==> src/hw/rtl/lsbt_pkg.sv <==
// ----------------------------------------------------------------------------
// lsbt_pkg
// Shared types and constants for the log sequencer backpointer table.
// ----------------------------------------------------------------------------
package lsbt_pkg;

  localparam int unsigned POS_W = 31;
  localparam int unsigned OUT_W = 32;

  localparam logic [POS_W-1:0] POS_SAT  = {POS_W{1'b1}};
  localparam logic [OUT_W-1:0] POS_NONE = {OUT_W{1'b1}};

  localparam logic ACT_WRITE = 1'b0;
  localparam logic ACT_READ  = 1'b1;

  typedef enum logic [1:0] {
    ST_OK        = 2'd0,
    ST_FULL      = 2'd1,
    ST_EXHAUSTED = 2'd2
  } status_e;

  typedef struct packed {
    logic             alloc;
    logic             upd;
    logic [POS_W-1:0] pos;
  } entry_wr_t;

endpackage

==> src/hw/rtl/lsbt_entry.sv <==
// ----------------------------------------------------------------------------
// lsbt_entry
// One table cell: valid bit, key, last position, and a local key compare.
// ----------------------------------------------------------------------------
module lsbt_entry #(
  parameter int unsigned KW = 32
) (
  input  logic                      clk_i,
  input  logic                      rst_ni,
  input  lsbt_pkg::entry_wr_t       wr_i,
  input  logic [KW-1:0]             key_i,
  output logic                      match_o,
  output logic [lsbt_pkg::POS_W-1:0] pos_o
);

  logic                       valid_q;
  logic [KW-1:0]              key_q;
  logic [lsbt_pkg::POS_W-1:0] pos_q;

  always_ff @(posedge clk_i or negedge rst_ni) begin
    if (!rst_ni) begin
      valid_q <= 1'b0;
    end else if (wr_i.alloc) begin
      valid_q <= 1'b1;
    end
  end

  always_ff @(posedge clk_i) begin
    if (wr_i.alloc) begin
      key_q <= key_i;
    end
    if (wr_i.alloc || wr_i.upd) begin
      pos_q <= wr_i.pos;
    end
  end

  assign match_o = valid_q && (key_q == key_i);
  assign pos_o   = pos_q;

endmodule

==> src/hw/rtl/log_sequencer_backpointer_table_core.sv <==
// ----------------------------------------------------------------------------
// log_sequencer_backpointer_table_core
// Shared-log sequencer: hands out log positions and per-key backpointers.
// ----------------------------------------------------------------------------
// Path from input beat to result beat: input register, then result register.
// One beat per cycle when not stalled; all table entries compare the key in parallel.
// Reset: clears entry valid bits, fill count, position counter and both valid flags.
// Table contents need no clearing; no warm-up after reset.
module log_sequencer_backpointer_table_core #(
  parameter int unsigned TABLE_ENTRIES = 64,
  parameter int unsigned KEY_BITS      = 32
) (
  input  logic        clk_i,
  input  logic        rst_ni,
  input  logic        in_valid_i,
  output logic        in_stall_o,
  input  logic        action_i,
  input  logic [31:0] var_key_i,
  input  logic        last_of_request_i,
  output logic        out_valid_o,
  input  logic        out_stall_i,
  output logic signed [31:0] position_o,
  output logic signed [31:0] back_pointer_o,
  output logic [1:0]  status_o
);

  localparam int unsigned KW    = (KEY_BITS < 32) ? KEY_BITS : 32;
  localparam int unsigned CW    = $clog2(TABLE_ENTRIES + 1);
  localparam int unsigned POS_W = lsbt_pkg::POS_W;
  localparam int unsigned OUT_W = lsbt_pkg::OUT_W;

  logic             s1_valid_q, s1_valid_d;
  logic             s1_action_q;
  logic [KW-1:0]    s1_key_q;
  logic             s1_last_q;

  logic             out_valid_q, out_valid_d;
  logic [OUT_W-1:0] out_pos_q, out_pos_d;
  logic [OUT_W-1:0] out_bp_q, out_bp_d;
  lsbt_pkg::status_e out_st_q, out_st_d;

  logic [POS_W-1:0] next_pos_q, next_pos_d;
  logic [CW-1:0]    cnt_q, cnt_d;

  logic             in_accept;
  logic             out_ready;
  logic             fire;
  logic             sat;
  logic             full;
  logic             hit;
  logic [POS_W-1:0] hit_pos;
  logic             do_alloc;
  logic             do_upd;

  logic [TABLE_ENTRIES-1:0] match;
  logic [POS_W-1:0]         ent_pos [TABLE_ENTRIES];
  lsbt_pkg::entry_wr_t      ent_wr  [TABLE_ENTRIES];

  assign out_ready  = !out_valid_q || !out_stall_i;
  assign fire       = s1_valid_q && out_ready;
  assign in_stall_o = s1_valid_q && !out_ready;
  assign in_accept  = in_valid_i && !in_stall_o;

  always_comb begin
    s1_valid_d = s1_valid_q;
    if (in_accept) begin
      s1_valid_d = 1'b1;
    end else if (fire) begin
      s1_valid_d = 1'b0;
    end
  end

  always_ff @(posedge clk_i or negedge rst_ni) begin
    if (!rst_ni) begin
      s1_valid_q <= 1'b0;
    end else begin
      s1_valid_q <= s1_valid_d;
    end
  end

  always_ff @(posedge clk_i) begin
    if (in_accept) begin
      s1_action_q <= action_i;
      s1_key_q    <= var_key_i[KW-1:0];
      s1_last_q   <= last_of_request_i;
    end
  end

  for (genvar g = 0; g < TABLE_ENTRIES; g++) begin : g_entry
    assign ent_wr[g].alloc = do_alloc && (cnt_q == CW'(g));
    assign ent_wr[g].upd   = do_upd && match[g];
    assign ent_wr[g].pos   = next_pos_q;

    lsbt_entry #(
      .KW (KW)
    ) u_entry (
      .clk_i   (clk_i),
      .rst_ni  (rst_ni),
      .wr_i    (ent_wr[g]),
      .key_i   (s1_key_q),
      .match_o (match[g]),
      .pos_o   (ent_pos[g])
    );
  end

  always_comb begin
    hit_pos = '0;
    for (int i = 0; i < TABLE_ENTRIES; i++) begin
      hit_pos = hit_pos | (match[i] ? ent_pos[i] : '0);
    end
  end

  assign hit  = |match;
  assign sat  = (next_pos_q == lsbt_pkg::POS_SAT);
  assign full = (cnt_q == CW'(TABLE_ENTRIES));

  always_comb begin
    out_pos_d  = lsbt_pkg::POS_NONE;
    out_bp_d   = lsbt_pkg::POS_NONE;
    out_st_d   = lsbt_pkg::ST_OK;
    do_alloc   = 1'b0;
    do_upd     = 1'b0;
    next_pos_d = next_pos_q;
    cnt_d      = cnt_q;
    if (s1_action_q == lsbt_pkg::ACT_READ) begin
      if (hit) begin
        out_pos_d = {1'b0, hit_pos};
      end
    end else if (sat) begin
      out_st_d = lsbt_pkg::ST_EXHAUSTED;
    end else begin
      out_pos_d = {1'b0, next_pos_q};
      if (hit) begin
        out_bp_d = {1'b0, hit_pos};
        do_upd   = fire;
      end else if (!full) begin
        do_alloc = fire;
        cnt_d    = fire ? CW'(cnt_q + 1'b1) : cnt_q;
      end else begin
        out_st_d = lsbt_pkg::ST_FULL;
      end
      if (fire && s1_last_q) begin
        next_pos_d = next_pos_q + 1'b1;
      end
    end
  end

  always_comb begin
    out_valid_d = out_valid_q;
    if (out_ready) begin
      out_valid_d = s1_valid_q;
    end
  end

  always_ff @(posedge clk_i or negedge rst_ni) begin
    if (!rst_ni) begin
      out_valid_q <= 1'b0;
      next_pos_q  <= '0;
      cnt_q       <= '0;
    end else begin
      out_valid_q <= out_valid_d;
      next_pos_q  <= next_pos_d;
      cnt_q       <= cnt_d;
    end
  end

  always_ff @(posedge clk_i) begin
    if (fire) begin
      out_pos_q <= out_pos_d;
      out_bp_q  <= out_bp_d;
      out_st_q  <= out_st_d;
    end
  end

  assign out_valid_o    = out_valid_q;
  assign position_o     = out_pos_q;
  assign back_pointer_o = out_bp_q;
  assign status_o       = out_st_q;

`ifndef SYNTH
  a_cnt_bound: assert property (@(posedge clk_i) disable iff (!rst_ni)
    cnt_q <= CW'(TABLE_ENTRIES))
    else $error("fill count beyond table size");

  a_match_unique: assert property (@(posedge clk_i) disable iff (!rst_ni)
    $onehot0(match))
    else $error("key stored in more than one entry");

  a_pos_advance: assert property (@(posedge clk_i) disable iff (!rst_ni)
    fire && (s1_action_q == lsbt_pkg::ACT_WRITE) && s1_last_q && !sat
    |=> next_pos_q == $past(next_pos_q) + 1'b1)
    else $error("position counter did not advance");

  a_exh_none: assert property (@(posedge clk_i) disable iff (!rst_ni)
    out_valid_q && (out_st_q == lsbt_pkg::ST_EXHAUSTED)
    |-> (out_pos_q == lsbt_pkg::POS_NONE) && (out_bp_q == lsbt_pkg::POS_NONE))
    else $error("exhausted result carries a position");
`endif

endmodule

==> config.mk <==
export PLATFORM = sky130hd
export DESIGN_NAME = log_sequencer_backpointer_table_core
export DESIGN_NICKNAME = d
export VERILOG_FILES = /design/src/hw/rtl/lsbt_pkg.sv /design/src/hw/rtl/lsbt_entry.sv /design/src/hw/rtl/log_sequencer_backpointer_table_core.sv
export SDC_FILE = /design/constraint.sdc
export NUM_CORES = 2
export LEC_CHECK = 0
export CAP_MARGIN = 20
export CELL_PAD_IN_SITES_DETAIL_PLACEMENT = 1
export CELL_PAD_IN_SITES_GLOBAL_PLACEMENT = 2
export CORE_ASPECT_RATIO = 0.5
export CORE_MARGIN = 2
export CORE_UTILIZATION = 40
export DETAILED_ROUTE_END_ITERATION = 16
export DONT_BUFFER_PORTS = 1
export HOLD_SLACK_MARGIN = 0.05
export PLACE_DENSITY_LB_ADDON = 0.1
export SETUP_SLACK_MARGIN = 0.05
export SLEW_MARGIN = 20
export SYNTH_ARGS = -nofsm -noshare
export SYNTH_HDL_FRONTEND = slang
export SYNTH_SLANG_ARGS = --single-unit
==> constraint.sdc <==
create_clock -name clk_i -period 10.4 [get_ports clk_i]
set_input_delay 2.08 -clock clk_i [delete_from_list [all_inputs] [get_ports clk_i]]
set_output_delay 2.08 -clock clk_i [all_outputs]
set_load 0.05 [all_outputs]
==> results.sh <==
export IMPL_status="finished, final reports clean"
export IMPL_pwr_share_seq=0.526
export IMPL_rsz0062_at_grt="no"
export IMPL_p_sw_w=0.00872
export IMPL_die_area_mm2=0.430
export IMPL_rr_startpoint="s1_key_q[17]"
export IMPL_cts_setup_buffers=0
export IMPL_drtAntennaViolNets=0
export IMPL_r2r_slack_ns=2.39
export IMPL_fmax_mhz=125
export IMPL_area_growth_pct=13.9
export IMPL_power_frac_clock=0.411
export IMPL_tns_ns=0
export IMPL_dr_max_layer_used="met5"
export IMPL_grt_max_degree=105
export IMPL_drt_pass1_iterations=6
export IMPL_synth_nets=10200
export IMPL_p_comb_frac=0.062
export IMPL_cap_violations=0
export IMPL_synth_top_area_share=0.731
export IMPL_fin_crit_sh=0.770
export IMPL_clkSinkCount=4236
export IMPL_max_slew_margin_rel=0.0869
export IMPL_synth_main_ff_cell="edfxtp_1"
export IMPL_worstPathMaxFanout=51
export IMPL_cts_tree="done"
export IMPL_routedLengthMet1_mm=318
export IMPL_initial_core_util=0.401
export IMPL_synth_edf_count=4132
export IMPL_reg2reg_depth=13
export IMPL_viasPerCell=6.25
export IMPL_htree_levels=5
export IMPL_hold_class="reg -> reg"
export IMPL_grt_pass1_wl_mm=951
export IMPL_cp_start_kind="flip-flop"
export IMPL_cts_buffers=396
export IMPL_finalNetCount=10600
export IMPL_finClkSkew_ns=0.0990
export IMPL_synth_area_mm2=0.170
export IMPL_worstHoldStart="g_entry[32].u_entry.valid_q"
export IMPL_cts_max_path_buffers=4
export IMPL_dr_wl_met3_mm=66.1
export IMPL_synthTopCellsByArea="edfxtp_1 (73%), xnor2_1 (9.6%), nand4_1 (3.2%), a22o_1 (1.9%), a221oi_1 (1.8%)"
export IMPL_grt_ovfl_total=0
export IMPL_rows=169
export IMPL_maxSlewViolCount=0
export IMPL_async_flop_share=0.0246
export IMPL_crit_arrival_ns=8.65
export IMPL_critPathKind="reg -> reg"
export IMPL_powerDensity_mw_per_mm2=189
export IMPL_fin_crit_ns=8.01
export IMPL_io_pins=106
export IMPL_drtIter0Drc=17200
export IMPL_dp_hpwl_mm=461
export IMPL_power_leakage_nw=59.0
export IMPL_die_width_um=925
export IMPL_final_area_mm2=0.193
export IMPL_cp_end_kind="flip-flop"
export IMPL_ys_seq_elements=4236
export IMPL_synth_warnings=0
export IMPL_p_sw_frac=0.239
export IMPL_path_clk_slew_ns=0.07
export IMPL_worstSkewPairLatency_ns=1.03
export IMPL_die_height_um=465
export IMPL_met2_length_mm=296
export IMPL_regArea_mm2=0.127
export IMPL_synthCells=10200
export IMPL_cts_hold_buf=0
export IMPL_cts_resized=0
export IMPL_gp_congestion=0.984
export IMPL_yosysMostFrequentCell="edfxtp_1"
export IMPL_setup_viol=0
export IMPL_vias=104000
export IMPL_drt_wl_total_mm=724
export IMPL_drive_gt1_frac=0.137
export IMPL_hold_depth=1
export IMPL_ys_seq_area_frac=0.747
export IMPL_syn_area_per_cell_um2=16.7
export IMPL_cp_required_ns=11.04
export IMPL_placed_area_mm2=0.180
export IMPL_antenna_found_initial=71
export IMPL_hold_violations=0
export IMPL_min_to="g_entry[32].u_entry.valid_q"
export IMPL_synth_commonest_cells="edfxtp_1 (4132), xnor2_1 (1869), nand4_1 (873), a22o_1 (363), a221oi_1 (352)"
export IMPL_internal_power_w=0.0278
export IMPL_wl_per_cell_um=43.6
export IMPL_n_fill_cell=40000
export IMPL_route_detailed_drc=0
export IMPL_ir_worst_vdd_v=0.000173
export IMPL_globalRouteTotalUtil=0.329
export IMPL_tightest_slew_ns=1.36
export IMPL_synth_cell_types=72
export IMPL_r2r_end="g_entry[19].u_entry.pos_o[9]"
export IMPL_root_buffer="clkbuf_16"
export IMPL_multi_input_comb_area_mm2=0.0411
export IMPL_core_mm2=0.423
export IMPL_port_buffer_count=0
export IMPL_synth_top_area_cell="edfxtp_1"
export IMPL_grt_pass1_vias=97700
-- metrics by stage --
stage / setup slack (ns) / hold slack [ns] / cells / power (W) / util
final: 2.39 / 0.466 / 16600 / 0.0366 / 0.457
after global routing: 2.49 / 0.478 / 16600 / 0.0374 / 0.457
after CTS: 2.61 / 0.467 / 16500 / 0.0367 / 0.456
after detailed placement: 2.63 / 0.452 / 15800 / 0.0219 / 0.426
after global placement: 2.63 / 0.441 / 15800 / 0.0218 / 0.425
after floorplan: 4.01 / 0.428 / 10200 / 0.0207 / -
-- placed cells by master (no fill, tap or decap), types with 73 or more instances in the layout --
cell / netlist / layout
o2111ai_1: 117 / 117
clkbuf_16: 0 / 401
clkbuf_1: 184 / 91
a22o_1: 363 / 363
nor2_1: 249 / 206
inv_1: 209 / 208
xnor2_1: 1869 / 1869
buf_4: 131 / 455
a221oi_1: 352 / 348
xor2_1: 128 / 128
dfrtp_1: 104 / 73
nand2_1: 309 / 308
edfxtp_1: 4132 / 4132
nand3_1: 74 / 74
nand4_1: 873 / 873
-- power by group through the flow --
stage / logic, W / registers, W / clock network [W]
final: 0.00227 / 0.0192 / 0.0150
after global routing: 0.00234 / 0.0193 / 0.0158
after CTS: 0.00225 / 0.0192 / 0.0152
after detailed placement: 0.00225 / 0.0196 / 0
after global placement: 0.00221 / 0.0196 / 0
after floorplan: 0.00105 / 0.0197 / 0
-- metal layers --
metal,track usage,vias to the layer above
met3,0.0580,1283
li1,-,40500
met1,0.494,56000
met5,0,-
met2,0.458,5931
met4,0.166,6
-- cell type report --
type	count	area share
sequential	4236	0.656
timing repair buffer	518	0.0240
antenna	37	0.000479
inverter	210	0.00408
clock inverter	204	0.0107
clock buffer	519	0.0556
tap	5643	0.0365
multi-input combinational	5221	0.212
-- worst max-delay path by stage --
stage	from	to	slack, ns	cells past startpoint
final	s1_key_q[17]	g_entry[19].u_entry.pos_o[9]	2.39	13
after global routing	s1_key_q[17]	g_entry[19].u_entry.pos_o[3]	2.49	13
after CTS	s1_key_q[17]	g_entry[19].u_entry.pos_o[11]	2.61	13
after detailed placement	s1_key_q[17]	g_entry[11].u_entry.pos_o[3]	2.63	13
after global placement	s1_key_q[17]	g_entry[22].u_entry.pos_o[13]	2.63	13
after floorplan	s1_key_q[3]	g_entry[28].u_entry.key_q[0]	4.01	15
-- state kept, by name, summed over array words and instances, names as in the netlist, 2 cells and up --
register and flops:
g_entry.u_entry.key_q 2048, back_pointer_o 32, g_entry.u_entry.valid_q 64, next_pos_q 31, s1_key_q 32, status_o 2, position_o 32, g_entry.u_entry.pos_o 1984
cnt_q 7
-- worst max-delay path, stage by stage (launching register included) --
cell and delay, ns:
edfxtp_1 0.94, buf_4 0.59, xnor2_1 0.15, nand4_1 0.25, nor2_2 0.19, and4_2 0.54
nor4_1 1.12, nand4_1 0.35, nor4_4 0.43, buf_4 0.47, nand2_8 0.54, buf_12 0.49
o21ai_4 0.74, buf_4 0.49
-- logic make-up after synthesis --
family | count (synthesis) | synth area share
muxes | 1 | 0.0000664
buffers and inverters | 713 | 0.0233
DFF | 4236 | 0.747
and+or+nand+nor | 2081 | 0.0702
adders and majority gates | 5 | 0.000369
xor gates and xnor gates | 1997 | 0.103
AOI/OAI and AO/OA | 1137 | 0.0563
No activity file was read; power rests on OpenSTA's default activity.
